[config.mk]
export PLATFORM = sky130hd
export DESIGN_NAME = interval_range_map
export DESIGN_NICKNAME = d
export VERILOG_FILES = /design/src/irm_pkg.sv /design/src/irm_front.sv /design/src/irm_back.sv /design/src/interval_range_map.sv
export SDC_FILE = /design/constraint.sdc
export NUM_CORES = 2
export LEC_CHECK = 0
export ABC_CLOCK_PERIOD_IN_PS = 13200
export BUFFER_PORTS_ARGS = -buffer_cell sky130_fd_sc_hd__clkbuf_2
export CAP_MARGIN = 40
export CORE_ASPECT_RATIO = 0.6
export CORE_MARGIN = 2
export CORE_UTILIZATION = 40
export CTS_BUF_LIST = sky130_fd_sc_hd__clkbuf_8
export DETAILED_ROUTE_END_ITERATION = 8
export GPL_ROUTABILITY_DRIVEN = 0
export SLEW_MARGIN = 20
export SYNTH_ARGS = -nofsm -noshare
export SYNTH_HDL_FRONTEND = slang
export SYNTH_SLANG_ARGS = --single-unit
export TNS_END_PERCENT = 50
[constraint.sdc]
create_clock -name clk_i -period 13.2 [get_ports clk_i]
set_input_delay 3.96 -clock clk_i [delete_from_list [all_inputs] [get_ports clk_i]]
set_output_delay 3.96 -clock clk_i [all_outputs]
set_load 0.01 [all_outputs]
[src/irm_pkg.sv]
package irm_pkg;

  localparam int unsigned DefaultDepth = 16;

  typedef enum logic [1:0] {
    ST_DONE  = 2'd0,
    ST_EMPTY = 2'd1,
    ST_FULL  = 2'd2
  } status_e;

  typedef enum logic {
    ACT_ASSIGN = 1'b0,
    ACT_LOOKUP = 1'b1
  } action_e;

  typedef struct packed {
    logic               action;
    logic signed [31:0] range_begin;
    logic signed [31:0] range_end;
    logic signed [31:0] new_value;
    logic signed [31:0] query_key;
  } in_word_t;

  typedef struct packed {
    logic signed [31:0] read_value;
    logic [1:0]         status;
  } out_word_t;

endpackage

[src/irm_front.sv]
// front: accepts words, flags empty ranges, holds a two-entry queue
module irm_front
  import irm_pkg::*;
(
  input  logic     clk_i,
  input  logic     rst_ni,
  input  logic     push,
  output logic     full,
  input  in_word_t in_word_i,
  output logic     cmd_valid_o,
  input  logic     cmd_take_i,
  output in_word_t cmd_word_o,
  output logic     cmd_empty_range_o
);

  in_word_t   buf_q [2];
  logic       empty_q [2];
  logic       rd_q, wr_q;
  logic [1:0] cnt_q;
  logic       wr_en, rd_en;

  assign full = (cnt_q == 2'd2);
  assign wr_en = push && !full;
  assign cmd_valid_o = (cnt_q != 2'd0);
  assign rd_en = cmd_valid_o && cmd_take_i;
  assign cmd_word_o = buf_q[rd_q];
  assign cmd_empty_range_o = empty_q[rd_q];

  // storage
  always_ff @(posedge clk_i) begin
    if (wr_en) begin
      buf_q[wr_q]   <= in_word_i;
      empty_q[wr_q] <= !(in_word_i.range_begin < in_word_i.range_end);
    end
  end

  // pointers
  always_ff @(posedge clk_i or negedge rst_ni) begin
    if (!rst_ni) begin
      rd_q  <= 1'b0;
      wr_q  <= 1'b0;
      cnt_q <= 2'd0;
    end else begin
      if (wr_en) wr_q <= !wr_q;
      if (rd_en) rd_q <= !rd_q;
      cnt_q <= cnt_q + {1'b0, wr_en} - {1'b0, rd_en};
    end
  end

endmodule

[src/irm_back.sv]
// back: one entry per cycle sweep over the table, then, for an assign, rebuild in place
module irm_back
  import irm_pkg::*;
#(
  parameter int unsigned TableDepth = DefaultDepth
) (
  input  logic               clk_i,
  input  logic               rst_ni,
  input  logic signed [31:0] default_value_i,
  input  logic               cmd_valid_i,
  output logic               cmd_take_o,
  input  in_word_t           cmd_word_i,
  input  logic               cmd_empty_range_i,
  output logic               res_valid_o,
  output out_word_t          res_word_o,
  input  logic               res_take_i
);

  localparam int unsigned IdxW = (TableDepth > 1) ? $clog2(TableDepth) : 1;
  localparam int unsigned CntW = $clog2(TableDepth + 1);

  typedef enum logic [4:0] {
    S_IDLE  = 5'b00001,
    S_SCAN  = 5'b00010,
    S_DECIDE= 5'b00100,
    S_MOVE  = 5'b01000,
    S_OUT   = 5'b10000
  } state_e;

  state_e state_q;
  logic signed [31:0] keys_q [TableDepth];
  logic signed [31:0] vals_q [TableDepth];
  logic [CntW-1:0] count_q;
  logic [CntW-1:0] idx_q;
  in_word_t cmd_q;
  // scan results
  logic [CntW-1:0] n_lo_q;   // entries with key < begin
  logic [CntW-1:0] n_le_q;   // entries with key <= end
  logic signed [31:0] before_q, after_q, hit_q;
  logic ins_b_q, ins_e_q;
  logic [CntW+1:0] new_cnt_q;
  logic [CntW-1:0] src_q, dst_q;
  logic signed [31:0] res_val_q;
  status_e res_st_q;
  logic [CntW-1:0] tail_q;   // entries kept above end
  logic up_q;

  logic signed [31:0] cur_k, cur_v;
  logic [IdxW-1:0] rd_idx;
  assign rd_idx = idx_q[IdxW-1:0];
  assign cur_k = keys_q[rd_idx];
  assign cur_v = vals_q[rd_idx];

  assign cmd_take_o = (state_q == S_IDLE) && cmd_valid_i;
  assign res_valid_o = (state_q == S_OUT);
  assign res_word_o.read_value = res_val_q;
  assign res_word_o.status = res_st_q;

  logic [CntW+1:0] need;
  logic [CntW-1:0] tail;
  assign tail = count_q - n_le_q;
  assign need = {2'b0, n_lo_q} + {{(CntW+1){1'b0}}, ins_b_q}
              + {{(CntW+1){1'b0}}, ins_e_q} + {2'b0, tail};

  logic [CntW-1:0] lo_ins;
  assign lo_ins = n_lo_q + {{(CntW-1){1'b0}}, ins_b_q};

  // sequencer and table
  always_ff @(posedge clk_i or negedge rst_ni) begin
    if (!rst_ni) begin
      state_q <= S_IDLE;
      count_q <= '0;
    end else begin
      unique case (state_q)
        S_IDLE: begin
          if (cmd_valid_i) begin
            cmd_q    <= cmd_word_i;
            idx_q    <= '0;
            n_lo_q   <= '0;
            n_le_q   <= '0;
            before_q <= default_value_i;
            after_q  <= default_value_i;
            hit_q    <= default_value_i;
            res_val_q <= '0;
            if (cmd_word_i.action == ACT_ASSIGN && cmd_empty_range_i) begin
              res_st_q <= ST_EMPTY;
              state_q  <= S_OUT;
            end else begin
              res_st_q <= ST_DONE;
              state_q  <= S_SCAN;
            end
          end
        end
        S_SCAN: begin
          if (idx_q == count_q) begin
            state_q <= S_DECIDE;
          end else begin
            if (cur_k <= cmd_q.query_key) hit_q <= cur_v;
            if (cur_k < cmd_q.range_begin) begin
              before_q <= cur_v;
              n_lo_q   <= idx_q + 1'b1;
            end
            if (cur_k <= cmd_q.range_end) begin
              after_q <= cur_v;
              n_le_q  <= idx_q + 1'b1;
            end
            idx_q <= idx_q + 1'b1;
          end
        end
        S_DECIDE: begin
          if (cmd_q.action == ACT_LOOKUP) begin
            res_val_q <= hit_q;
            state_q   <= S_OUT;
          end else begin
            ins_b_q <= (cmd_q.new_value != before_q);
            ins_e_q <= (after_q != cmd_q.new_value);
            // capacity check follows in the next cycle, in the MOVE setup below
            state_q <= S_MOVE;
            idx_q   <= '0;
            up_q    <= 1'b0;
          end
        end
        S_MOVE: begin
          // first cycle: plan the move
          if (!up_q) begin
            new_cnt_q <= need;
            tail_q    <= tail;
            if (need > (CntW+2)'(TableDepth)) begin
              res_st_q <= ST_FULL;
              state_q  <= S_OUT;
            end else begin
              up_q <= 1'b1;
              idx_q <= '0;
              // shift direction: dst start vs src start
              src_q <= n_le_q;
              dst_q <= lo_ins + {{(CntW-1){1'b0}}, ins_e_q};
            end
          end else begin
            // move tail one entry per cycle, order safe for direction
            if (idx_q != tail_q) begin
              if (dst_q <= src_q) begin
                keys_q[IdxW'(dst_q + idx_q)] <= keys_q[IdxW'(src_q + idx_q)];
                vals_q[IdxW'(dst_q + idx_q)] <= vals_q[IdxW'(src_q + idx_q)];
              end else begin
                keys_q[IdxW'(dst_q + tail_q - 1'b1 - idx_q)] <=
                  keys_q[IdxW'(src_q + tail_q - 1'b1 - idx_q)];
                vals_q[IdxW'(dst_q + tail_q - 1'b1 - idx_q)] <=
                  vals_q[IdxW'(src_q + tail_q - 1'b1 - idx_q)];
              end
              idx_q <= idx_q + 1'b1;
            end else begin
              if (ins_b_q) begin
                keys_q[IdxW'(n_lo_q)] <= cmd_q.range_begin;
                vals_q[IdxW'(n_lo_q)] <= cmd_q.new_value;
              end
              if (ins_e_q) begin
                keys_q[IdxW'(lo_ins)] <= cmd_q.range_end;
                vals_q[IdxW'(lo_ins)] <= after_q;
              end
              count_q <= new_cnt_q[CntW-1:0];
              state_q <= S_OUT;
            end
          end
        end
        S_OUT: begin
          if (res_take_i) state_q <= S_IDLE;
        end
        default: state_q <= S_IDLE;
      endcase
    end
  end

endmodule

[src/interval_range_map.sv]
// flow, back end idle: a lookup scans the breakpoints held, decides and shows its result word;
//   an empty-range assign goes straight to its result word; an assign scans, decides, checks
//   capacity (a rejected assign ends there), moves the tail (breakpoints above the range end), writes
//   the new breakpoints; throughput: one word at a time in the back end, the next word taken the cycle
//   after a pop; a two-word queue buffers the input meanwhile
// reset: asynchronous active low; clears the breakpoint count, default value and queues
module interval_range_map
  import irm_pkg::*;
#(
  parameter int unsigned TableDepth = DefaultDepth
) (
  input  logic               clk_i,
  input  logic               rst_ni,
  input  logic               push,
  output logic               full,
  input  in_word_t           in_word_i,
  output logic               empty,
  input  logic               pop,
  output out_word_t          out_word_o,
  input  logic               cfg_valid_i,
  output logic               cfg_ready_o,
  input  logic signed [31:0] cfg_data_i
);

  logic signed [31:0] default_q;
  logic cmd_valid, cmd_take, cmd_empty, res_valid;
  in_word_t cmd_word;

  assign cfg_ready_o = 1'b1;

  // default value register
  always_ff @(posedge clk_i or negedge rst_ni) begin
    if (!rst_ni) begin
      default_q <= '0;
    end else if (cfg_valid_i) begin
      default_q <= cfg_data_i;
    end
  end

  irm_front u_front (
    .clk_i, .rst_ni, .push, .full, .in_word_i,
    .cmd_valid_o(cmd_valid), .cmd_take_i(cmd_take),
    .cmd_word_o(cmd_word), .cmd_empty_range_o(cmd_empty)
  );

  irm_back #(.TableDepth(TableDepth)) u_back (
    .clk_i, .rst_ni, .default_value_i(default_q),
    .cmd_valid_i(cmd_valid), .cmd_take_o(cmd_take),
    .cmd_word_i(cmd_word), .cmd_empty_range_i(cmd_empty),
    .res_valid_o(res_valid), .res_word_o(out_word_o), .res_take_i(pop)
  );

  assign empty = !res_valid;

  // a rejected assign returns a zero value
  assert property (@(posedge clk_i) disable iff (!rst_ni)
    (!empty && out_word_o.status == ST_FULL) |-> out_word_o.read_value == 0)
    else $error("full status with nonzero value");

  // a waiting result holds until popped
  assert property (@(posedge clk_i) disable iff (!rst_ni)
    (!empty && !pop) |=> (!empty && $stable(out_word_o)))
    else $error("result changed while waiting");

endmodule
==> impl_metrics.yaml <==
synth:
  synth_top_area_share: 0.512
  yosysUniqueCellTypes: 74
  yosys-top-cells-area: "edfxtp_1 51%, mux4_2 22%, o21ai_0 5.8%, nand2_1 5.1%, mux2_2 2.5%"
  synth_commonest_cells: "1581 x edfxtp_1, 1253 x nand2_1, 1068 x o21ai_0"
  synth_area_sq_um: 92800
  synth.most_common_cell: "edfxtp_1"
  synth_area_leader_cell: "edfxtp_1"
  yosys_warnings: 0
  yosysSeqAreaShare: 0.525
  ys_seq_elements: 1631
  synth.avg_cell_area_sq_um: 13.4
  synth_edf_count: 1581
  syn_inst: 6941
  synthFlopType: "edfxtp_1"
  syn_nets: 7275
  synthArstFlopShare: 0.0282
sta:
  finClkSkew_ns: 0.142
  finalSetupTns_ns: 0
  max_freq_mhz: 137
  setup_viol: 0
  fin_crit_sh: 0.553
  hold_viol: 0
  hold_slack_ns: 0.457
  rsz0062_at_grt: "false"
  relSlewSlack: 0.324
  max_slew.worst_pin.slew_ns: 1.01
  slew_violations: 0
  fin_crit_ns: 7.31
  setup_slack_ns: 5.89
floorplan:
  coreArea_sq_um: 230000
  die_area_sq_um: 236000
  rows: 136
  pin_count: 203
  die_x_um: 626
  initial_core_util: 0.404
  die_y_um: 377
global_route:
  grt_first_pass_wirelength_um: 456000
  grt_max_degree: 123
  gr-total-overflow: 0
  grt.total_usage: 0.268
  antenna_found_initial: 13
  grt_pass1_vias: 61887
clock_network:
  htreeDepth: 4
  cts_tree: "done"
  clk_pin_slew_worst_paths_ns: 0.07
  cts_hold_buf: 0
  cts_sinks: 1631
  cts_buffers: 249
  post_cts_buffers: 0
  max-clock-path-buffers: 4
  cts_resized: 0
  root_buffer: "clkbuf_8"
  clk_latency_ns: 1.06
placement:
  post-place-ws_ns: 5.05
  placed_cell_area_sq_um: 97800
  place_hpwl_um: 205000
  dp.cells: 9775
  io_buffers: 201
detailed_routing:
  via_per_inst: 6.38
  final_antenna_net_count: 0
  first_pass_iters: 7
  routedWlPerCell_um: 31.3
  drc: 0
  vias: 65458
  dr.first_iter.drc_count: 11242
  drt-total-wl_um: 321000
critical_path:
  cp_cell_sequence: "clkbuf_2 > buf_4 > nand3_2 > a211oi_4 > buf_4 > mux2_2 > mux2i_1 > o21ai_0 > buf_4 > o21bai_4 > buf_4 > buf_4"
  cp-end-kind: "flop"
  crit_top_cell: "buf_4"
  crit_type: "in -> reg"
  cp_max_fo: 34
  crit_path_max_incr_delay_ns: 0.77
  required_ns: 13.78
  cp_slowest_cell: "buf_4"
  crit_buf_inv: 6
  path_delay_family: "buffers and inverters"
  worstPathArrival_ns: 7.88
  worst_setup_path_start_kind: "primary input"
final_layout:
  finish.net_count: 7273
  final_util: 0.448
  layout.cells.non_filler: 10252
  regArea_sq_um: 48700
  filler_cell_count: 20342
  final_area_sq_um: 103000
  drive_gt1_frac: 0.277
  multi_input_area_sq_um: 40900
  area_delta_synth_final_pct: 11.0
flow_run:
  drv_cap: 0
power_and_ir_drop:
  p_leak_nw: 33.1
  vdd_drop_max_uv: 175
  power_density_nw_per_um2: 232
  p_total_mw: 23.9
hold_path:
  hp-class: "reg -> reg"
run_status:
  status: "complete, no violations"
-- layout by cell type (no fill, tap or decap), types with 8 or more instances in the layout --
master / n
edfxtp_1: 1581
nand2_1: 1253
o21ai_0: 1064
mux4_2: 895
clkbuf_8: 268
inv_1: 241
mux2_2: 203
clkbuf_2: 201
buf_4: 178
ha_1: 153
a21oi_1: 109
xnor2_1: 79
nor2_1: 71
mux2i_1: 70
a211oi_1: 68
clkinv_1: 51
dfrtp_1: 44
a21o_1: 43
clkinv_2: 43
nand4_1: 42
nor2b_1: 42
o21a_1: 40
o21ai_1: 39
and2_1: 34
buf_16: 34
buf_12: 26
nand3_1: 20
xor2_1: 18
nor2_4: 15
nor3_1: 14
bufinv_16: 14
o22ai_4: 12
nand2b_1: 11
o21ai_2: 11
buf_8: 11
fa_1: 10
diode_2: 8
clkinvlp_4: 8
-- area by class of cell --
class / instances / area share
sequential: 1631 / 0.473
clock inverter: 183 / 0.0111
timing repair buffer: 459 / 0.0390
inverter: 176 / 0.00641
antenna: 8 / 0.000194
clock buffer: 268 / 0.0358
multi-input combinational: 4422 / 0.397
tap: 3105 / 0.0377
-- worst register-to-register path: cells and delay by family (launching register included) --
family | cells | cell delay [ns]
AO/OA/AOI/OAI | 2 | 0.33
flip-flops | 1 | 0.78
AND/OR/NAND/NOR | 5 | 1.69
buffers and inverters | 4 | 1.50
multiplexers | 3 | 1.30
adder cells (fa/ha/maj) | 1 | 0.79
-- cells by family after synthesis --
kind of cell / count (synthesis) / share of synthesized area
buffers and inverters: 888 / 0.0397
xor gates and xnor gates: 102 / 0.0101
muxes: 1168 / 0.249
AOI/OAI and AO/OA: 1435 / 0.0836
other: 1 / 0.0000404
and+or+nand+nor: 1547 / 0.0684
DFF: 1631 / 0.525
adders and majority gates: 169 / 0.0238
-- worst paths after layout --
path | slack, ns | depth (start not counted) | startpoint | to
max | 5.89 | 12 | rst_ni | u_back.keys_q[12][3]
min | 0.46 | 2 | u_back.new_cnt_q[0] | u_back.count_q[0]
max reg2reg | 6.38 | 15 | flop | u_back.after_q[17]
min reg2reg | 0.46 | 2 | u_back.new_cnt_q[0] | u_back.count_q[0]
max in group asynchronous | 9.40 | 3 | rst_ni | default_q[17]
min in group asynchronous | 2.92 | 2 | rst_ni | default_q[28]
-- power by group --
group | total (mW) | leakage [nW] | internal (mW) | switching (mW)
combinational | 11.5 | 15.4 | 4.76 | 6.76
clock | 4.32 | 2.73 | 2.14 | 2.18
sequential | 8.09 | 15.0 | 7.41 | 0.679
total | 23.9 | 33.1 | 14.3 | 9.61
-- metal layers --
metal | vias to the layer above | track usage | share of wire
li1 | 26713 | - | -
met2 | 5377 | 0.356 | 0.40
met4 | 16 | 0.0662 | 0.025
met3 | 580 | 0.112 | 0.17
met5 | - | 0 | 0.00038
met1 | 32772 | 0.399 | 0.41
-- state kept, by name, summed over array words and instances, names as in the netlist, 32 cells and up, named ones only --
signal            flops
default_q            32
u_back.after_q       32
u_back.before_q      32
u_back.cmd_q        129
u_back.hit_q         32
u_back.keys_q       512
u_back.res_val_q     32
u_back.vals_q       512
u_front.buf_q       258
Note: power is estimated with default switching activity, not from simulation.
